$ cat config.mk
export PLATFORM = sky130hd
export DESIGN_NAME = masked_byte_pattern_scanner
export DESIGN_NICKNAME = d
export VERILOG_FILES = /design/src/hw/rtl/mbps_pkg.sv /design/src/hw/rtl/mbps_cell.sv /design/src/hw/rtl/masked_byte_pattern_scanner.sv
export SDC_FILE = /design/constraint.sdc
export NUM_CORES = 1
export LEC_CHECK = 0
export ABC_AREA = 1
export BUFFER_PORTS_ARGS = -buffer_cell sky130_fd_sc_hd__buf_2
export CORE_MARGIN = 5
export CORE_UTILIZATION = 60
export CTS_CLUSTER_SIZE = 8
export DETAILED_ROUTE_END_ITERATION = 8
export GPL_ROUTABILITY_DRIVEN = 0
export HOLD_SLACK_MARGIN = 0.03
export PLACE_DENSITY_LB_ADDON = 0.05
export SLEW_MARGIN = 10
export SYNTH_ARGS = -nofsm -noshare
export SYNTH_HDL_FRONTEND = slang
export SYNTH_SLANG_ARGS = --single-unit
$ cat constraint.sdc
create_clock -name clk -period 8.7 [get_ports clk]
set_input_delay 1.305 -clock clk [delete_from_list [all_inputs] [get_ports clk]]
set_output_delay 1.305 -clock clk [all_outputs]
set_load 0.01 [all_outputs]
$ cat src/hw/rtl/mbps_pkg.sv
// ----------------------------------------------------------------------------
// mbps_pkg: shared types and constants of the masked byte pattern scanner
// Item structs for both channels, register indexes and cell control.
// ----------------------------------------------------------------------------
package mbps_pkg;

  localparam int unsigned PAT_BYTES    = 8;   // bytes held in the pattern register
  localparam int unsigned CFG_W        = 64;  // widest register
  localparam int unsigned CFG_IDX_W    = 8;
  localparam int unsigned LENGTH_REG_W = 4;
  localparam int unsigned COUNT_W      = 32;
  localparam int unsigned OFS_OUT_W    = 32;
  localparam logic [COUNT_W-1:0] COUNT_MAX = '1;

  localparam logic [CFG_IDX_W-1:0] REG_PATTERN_BYTES  = 8'd0;
  localparam logic [CFG_IDX_W-1:0] REG_WILDCARD_MASK  = 8'd1;
  localparam logic [CFG_IDX_W-1:0] REG_PATTERN_LENGTH = 8'd2;
  localparam logic [CFG_IDX_W-1:0] REG_FIND_ALL       = 8'd3;

  typedef struct packed {
    logic [7:0] data_byte;
    logic       last_byte;
  } in_item_t;

  typedef struct packed {
    logic                 match_valid;
    logic [OFS_OUT_W-1:0] match_offset;
    logic                 scan_done;
    logic [COUNT_W-1:0]   match_count;
  } out_item_t;

  // per-transfer control broadcast along the cell row
  typedef struct packed {
    logic shift;
    logic clear;
  } cell_ctrl_t;

endpackage

$ cat src/hw/rtl/mbps_cell.sv
// ----------------------------------------------------------------------------
// mbps_cell: one window byte of the scanner
// Holds one byte, passes it on to the next cell and compares the byte it is
// about to take against the pattern byte that lines up with its place.
// ----------------------------------------------------------------------------
module mbps_cell #(
  parameter int IDX = 0,
  parameter int LW  = 4
) (
  input  logic                               clk,
  input  logic                               rst,
  input  mbps_pkg::cell_ctrl_t               ctrl,
  input  logic [7:0]                         byte_in,
  input  logic [8*mbps_pkg::PAT_BYTES-1:0]   pattern_bytes,
  input  logic [mbps_pkg::PAT_BYTES-1:0]     wildcard_mask,
  input  logic [LW-1:0]                      len,
  output logic [7:0]                         byte_q,
  output logic                               hit
);

  logic        active;
  logic [31:0] jv;
  logic [2:0]  sel;
  logic [7:0]  want;
  logic        wild;

  // cell IDX holds window byte IDX, which faces pattern byte len-1-IDX
  always_comb begin
    active = 32'(len) > 32'(IDX);
    jv     = 32'(len) - 32'(IDX) - 32'd1;
    sel    = jv[2:0];
    want   = 8'd0;
    wild   = 1'b0;
    if (active && jv < 32'(mbps_pkg::PAT_BYTES)) begin
      want = pattern_bytes[{sel, 3'b000} +: 8];
      wild = wildcard_mask[sel];
    end
    hit = !active || wild || (byte_in == want);
  end

  always_ff @(posedge clk) begin
    if (rst || ctrl.clear) begin
      byte_q <= 8'd0;
    end else if (ctrl.shift) begin
      byte_q <= byte_in;
    end
  end

endmodule

$ cat src/hw/rtl/masked_byte_pattern_scanner.sv
// Output: a result is on out_item in the cycle after the transfer of the byte
//   that causes it.
// Throughput: one byte per cycle unless the output stalls; the cell row compares
//   every window place in parallel; the single output register is the only buffer.
// Reset: rst (synchronous) clears registers to their defaults and the scan.
// ----------------------------------------------------------------------------
// masked_byte_pattern_scanner: wildcard byte signature search
// A row of cells holds the last MAX_PATTERN bytes; a match, the last byte or
// both produce one result item with offset and running match count.
// ----------------------------------------------------------------------------
module masked_byte_pattern_scanner #(
  parameter int MAX_PATTERN  = 8,
  parameter int OFFSET_WIDTH = 32
) (
  input  logic                               clk,
  input  logic                               rst,
  input  logic                               cfg_we,
  input  logic [mbps_pkg::CFG_IDX_W-1:0]     cfg_index,
  input  logic [mbps_pkg::CFG_W-1:0]         cfg_data,
  input  logic                               in_valid,
  output logic                               in_stall,
  input  mbps_pkg::in_item_t                 in_item,
  output logic                               out_valid,
  input  logic                               out_stall,
  output mbps_pkg::out_item_t                out_item
);

  localparam int LW = $clog2(MAX_PATTERN + 1);
  localparam int OW = OFFSET_WIDTH;
  localparam logic [OW-1:0] OFFSET_MAX = '1;

  // registers
  logic [8*mbps_pkg::PAT_BYTES-1:0]    pattern_bytes;
  logic [mbps_pkg::PAT_BYTES-1:0]      wildcard_mask;
  logic [mbps_pkg::LENGTH_REG_W-1:0]   pattern_length;
  logic                                find_all;

  // scan state
  logic [OW-1:0]                byte_position;
  logic [OW-1:0]                next_allowed_start;
  logic                         stopped;
  logic [mbps_pkg::COUNT_W-1:0] found_count;

  logic [OW-1:0]                byte_position_next;
  logic [OW-1:0]                next_allowed_start_next;
  logic                         stopped_next;
  logic [mbps_pkg::COUNT_W-1:0] found_count_next;

  logic                  accept;
  logic [LW-1:0]         len;
  logic [7:0]            chain [MAX_PATTERN+1];
  logic [MAX_PATTERN-1:0] cell_hit;
  mbps_pkg::cell_ctrl_t  ctrl;

  logic          pos_ok;
  logic          cand;
  logic          hit;
  logic [OW:0]   pos_inc;
  logic [OW:0]   len_ext;
  logic [OW:0]   start_full;
  logic [OW-1:0] start;
  logic [OW:0]   adv;
  logic [OW:0]   nas_sum;

  assign in_stall = out_valid && out_stall;
  assign accept   = in_valid && !in_stall;

  // configuration writes
  always_ff @(posedge clk) begin
    if (rst) begin
      pattern_bytes  <= '0;
      wildcard_mask  <= '0;
      pattern_length <= 4'd1;
      find_all       <= 1'b1;
    end else if (cfg_we) begin
      case (cfg_index)
        mbps_pkg::REG_PATTERN_BYTES:  pattern_bytes  <= cfg_data;
        mbps_pkg::REG_WILDCARD_MASK:  wildcard_mask  <= cfg_data[7:0];
        mbps_pkg::REG_PATTERN_LENGTH: pattern_length <= cfg_data[3:0];
        mbps_pkg::REG_FIND_ALL:       find_all       <= cfg_data[0];
        default: ;
      endcase
    end
  end

  // length in use: zero reads as one, large values clamp to MAX_PATTERN
  always_comb begin
    if (pattern_length == '0) begin
      len = LW'(1);
    end else if (32'(pattern_length) > 32'(MAX_PATTERN)) begin
      len = LW'(MAX_PATTERN);
    end else begin
      len = LW'(pattern_length);
    end
  end

  assign ctrl     = '{shift: accept, clear: accept && in_item.last_byte};
  assign chain[0] = in_item.data_byte;

  for (genvar k = 0; k < MAX_PATTERN; k++) begin : g_cell
    mbps_cell #(
      .IDX (k),
      .LW  (LW)
    ) u_cell (
      .clk           (clk),
      .rst           (rst),
      .ctrl          (ctrl),
      .byte_in       (chain[k]),
      .pattern_bytes (pattern_bytes),
      .wildcard_mask (wildcard_mask),
      .len           (len),
      .byte_q        (chain[k+1]),
      .hit           (cell_hit[k])
    );
  end

  always_comb begin
    pos_ok     = byte_position < OFFSET_MAX;
    pos_inc    = {1'b0, byte_position} + (OW+1)'(1);
    len_ext    = (OW+1)'(len);
    start_full = pos_inc - len_ext;
    start      = start_full[OW-1:0];
    cand       = !stopped && pos_ok && (pos_inc >= len_ext);
    hit        = cand && (start >= next_allowed_start) && (&cell_hit);
    adv        = (len > LW'(1)) ? (len_ext - (OW+1)'(1)) : (OW+1)'(1);
    nas_sum    = {1'b0, start} + adv;

    byte_position_next      = pos_ok ? pos_inc[OW-1:0] : byte_position;
    next_allowed_start_next = next_allowed_start;
    stopped_next            = stopped;
    found_count_next        = found_count;
    if (hit) begin
      next_allowed_start_next = (nas_sum > {1'b0, OFFSET_MAX}) ? OFFSET_MAX
                                                                : nas_sum[OW-1:0];
      if (found_count != mbps_pkg::COUNT_MAX) begin
        found_count_next = found_count + 1'b1;
      end
      if (!find_all) begin
        stopped_next = 1'b1;
      end
    end
  end

  always_ff @(posedge clk) begin
    if (rst) begin
      byte_position      <= '0;
      next_allowed_start <= '0;
      stopped            <= 1'b0;
      found_count        <= '0;
    end else if (accept) begin
      if (in_item.last_byte) begin
        byte_position      <= '0;
        next_allowed_start <= '0;
        stopped            <= 1'b0;
        found_count        <= '0;
      end else begin
        byte_position      <= byte_position_next;
        next_allowed_start <= next_allowed_start_next;
        stopped            <= stopped_next;
        found_count        <= found_count_next;
      end
    end
  end

  // output register; overwritten only when empty or being transferred
  always_ff @(posedge clk) begin
    if (rst) begin
      out_valid <= 1'b0;
    end else if (accept && (hit || in_item.last_byte)) begin
      out_valid <= 1'b1;
    end else if (!out_stall) begin
      out_valid <= 1'b0;
    end
  end

  always_ff @(posedge clk) begin
    if (accept && (hit || in_item.last_byte)) begin
      out_item.match_valid  <= hit;
      out_item.match_offset <= hit ? mbps_pkg::OFS_OUT_W'(start) : '0;
      out_item.scan_done    <= in_item.last_byte;
      out_item.match_count  <= found_count_next;
    end
  end

endmodule
==> reports/results.tsv <==
metric	value	unit
worst min path class	reg2reg	
post-synthesis register bit count	297	
cts bufs inserted	43	
Fmax	0.131	GHz
minimum clock period	7.63	ns
number of flops mapped to enable cells by yosys	66	
predominant post-synthesis flop cell	dfxtp_1	
Max-slew headroom	29.7	%
Worst Hold Launch	pattern_bytes[55]	
top-count cell post-synth	nand2_1	
DR vias/cell	5.77	
dominant cells by area after synthesis	dfxtp_1 22%, nand2_1 17%, edfxtp_1 9.3%, ha_1 6.5%, nand3_1 6.0%	
worst r2r path cells	29	
Cell Area, Synth	21400	um2
worst-skew pair later-pin latency	0.59	ns
worst setup path class	reg2reg	
H-Tree Depth	2	
vias in the first global route	19900	
Post-CTS Setup Repair Bufs	0	
area share of the leading cell type in the synthesized netlist	21.6	%
Final Skew	0.0247	ns
Synth top cells by count	976 x nand2_1, 314 x inv_1, 255 x nand3_1, 251 x a21oi_1, 244 x nor2_1	
first-pass GRT wire length	102000	um
post-synthesis sequential area ratio	30.9	%
Hold Vio Cnt, Final	0	
crit end category	flop	
Port Buf Inserts	153	
Startpoint Class	flop	
Synth area leader	dfxtp_1	
pins over their slew limit	0	
CTS tree	done	
CP max stage cell	ha_1	
die width	199	um
Hold Path Sink	pattern_bytes[55]	
RSZ-0062 raised after global routing	false	
Die ar.	39500	um2
fin crit share	87.7	%
Layout fillers	3235	
drt drc	0	
PwrDens	148	nW/um2
Syn. warnings	0	
measured slew at the worst slew-check pin	1.05	ns
Post-CTS Hold Buffers	0	
worst hold path depth	2	
Area Overhead vs Synth	10.2	%
largest net degree at the start of global routing	132	
post-layout util	66.5	%
Post-DP HPWL	48600	um
Mapped Cells	3253	
RR Endpoint	next_allowed_start[9]	
leak pwr	10.1	nW
share of cells above drive strength 1	8.90	%
required time of the worst setup path	9.19	ns
max cap viols	0	
Mapped Avg Cell Area	6.57	um2
DRT antenna net count	0	
PostCTS Resize Cnt	0	
flop-to-flop setup slack	1.07	ns
clk slew on worst S/H paths	0.05	ns
core area	35400	um2
Setup Total Neg Slack	0	ns
slowest stage delay, CP	0.86	ns
Setup violations, final	0	
initial drt markers	2296	
worst reg2reg startpoint	pattern_length[3]	
initial antenna violation count	0	
CP Max Fanout	47	
Distinct cells, synth	55	
Initial Util	60.3	%
clk buf depth	3	
# diodes	0	
router iterations before antenna repair	8	
ys async rst share	0	%
Routed wire per std cell	16.8	um
CTS Root Cell	clkbuf_16	
VDD IR-drop max	0.128	mV
row cnt	69	
fin nets	3549	
CP arrival	8.12	ns
IO Pins	154	
Total Routing Usage GR	31.6	%
Die Height	199	um
GR Overflow Total	0	
via count	22100	
CTS Sinks	297	
status	completed	
WL final	64300	um
cell usage in the layout (no fill, tap or decap), drive strengths merged, types with 2 or more instances in the layout:
cell type,netlist,layout
ha,111,111
nor2,266,266
a21oi,252,252
o21bai,13,13
o211ai,85,85
buf,51,171
nor4,12,12
xnor2,34,34
a21boi,2,2
xor2,82,82
a41oi,2,2
fa,3,3
clkbuf,95,61
nor3b,5,5
nand4,60,60
o21ai,197,197
dfxtp,231,231
or2,23,23
nor3,42,42
nand3b,10,10
a31oi,9,9
clkinv,5,8
nand2,992,992
conb,2,28
edfxtp,66,66
a21o,7,7
inv,317,318
o2111ai,2,2
and3,2,2
and2,4,4
nand3,262,262
state kept, by name (all words and copies together) (netlist names):
register and flops:
wildcard_mask 8, out_valid 1, pattern_length 4, found_count 32, next_allowed_start 32, g_cell.u_cell.byte_q 56
stopped 1, pattern_bytes 64, out_item 66, find_all 1, byte_position 32
cells by family (layout without fill, tap and decap cells):
family | Yosys count | in the layout | synth area share [%]
AOI/OAI and AO/OA | 575 | 575 | 15.0
xor gates and xnor gates | 116 | 116 | 4.76
adders and majority gates | 114 | 114 | 6.78
buffers and inverters | 468 | 558 | 8.78
DFF | 297 | 297 | 30.9
muxes | 1 | 1 | 0.0469
other | 2 | 28 | 0.0352
and+or+nand+nor | 1680 | 1680 | 33.7
critical path: cells and delay by family, from the launching register on:
| kind | cells | cell delay, ns |
|---|---|---|
| compound gates | 1 | 0.20 |
| buf+inv | 4 | 1.50 |
| flops | 1 | 0.67 |
| simple gates | 20 | 3.54 |
| fa+ha+maj | 3 | 1.40 |
| xor+xnor | 1 | 0.17 |
layer usage:
layer / global-route usage [%] / vias up / share of wire (%)
li1: - / 10900 / -
met1: 44.8 / 10100 / 44
met2: 49.5 / 962 / 44
met3: 6.50 / 146 / 9.3
met4: 8.28 / 0 / 2.6
met5: 0 / - / 0
through the flow:
| step | total power [mW] | worst slack (ns) | instance area, um2 | hold slack [ns] | cells |
|---|---|---|---|---|---|
| 6_report | 3.49 | 1.07 | 23500 | 0.468 | 3830 |
| 5_1_grt | 3.62 | 0.451 | 23500 | 0.486 | 3830 |
| 4_1_cts | 3.49 | 1.31 | 23500 | 0.470 | 3830 |
| 3_5_place_dp | 1.95 | 1.33 | 22300 | 0.455 | 3765 |
| 3_3_place_gp | 1.94 | 1.73 | 22300 | 0.450 | 3765 |
| 2_1_floorplan | 1.81 | 2.50 | 21500 | 0.429 | 3279 |
final cells by class:
cell class              count  area, um2  share of cell area [%]
inverters                 322       1210                    5.14
clock inverters             4       60.1                   0.255
repair buffers            171        916                    3.89
clock buffers              61       1150                    4.90
flip-flops and latches    297       6610                    28.1
well taps                 461        577                    2.45
multi-input cells        2514      13000                    55.3
power breakdown:
group	switching [mW]	internal (mW)	leakage, nW
Sequential	0.00933	1.43	2.50
Combinational	0.342	0.162	7.00
Clock	0.634	0.913	0.584
worst max-delay path by stage:
| stage | from | to | slack, ns |
|---|---|---|---|
| 4_1_cts | pattern_length[3] | next_allowed_start[0] | 1.31 |
| 6_report | pattern_length[3] | next_allowed_start[9] | 1.07 |
| 5_1_grt | pattern_length[3] | next_allowed_start[9] | 0.45 |
| 3_3_place_gp | pattern_length[3] | next_allowed_start[2] | 1.73 |
| 2_1_floorplan | pattern_length[2] | out_valid | 2.50 |
| 3_5_place_dp | pattern_length[3] | next_allowed_start[23] | 1.33 |
Power figures use the tool's default switching activity.
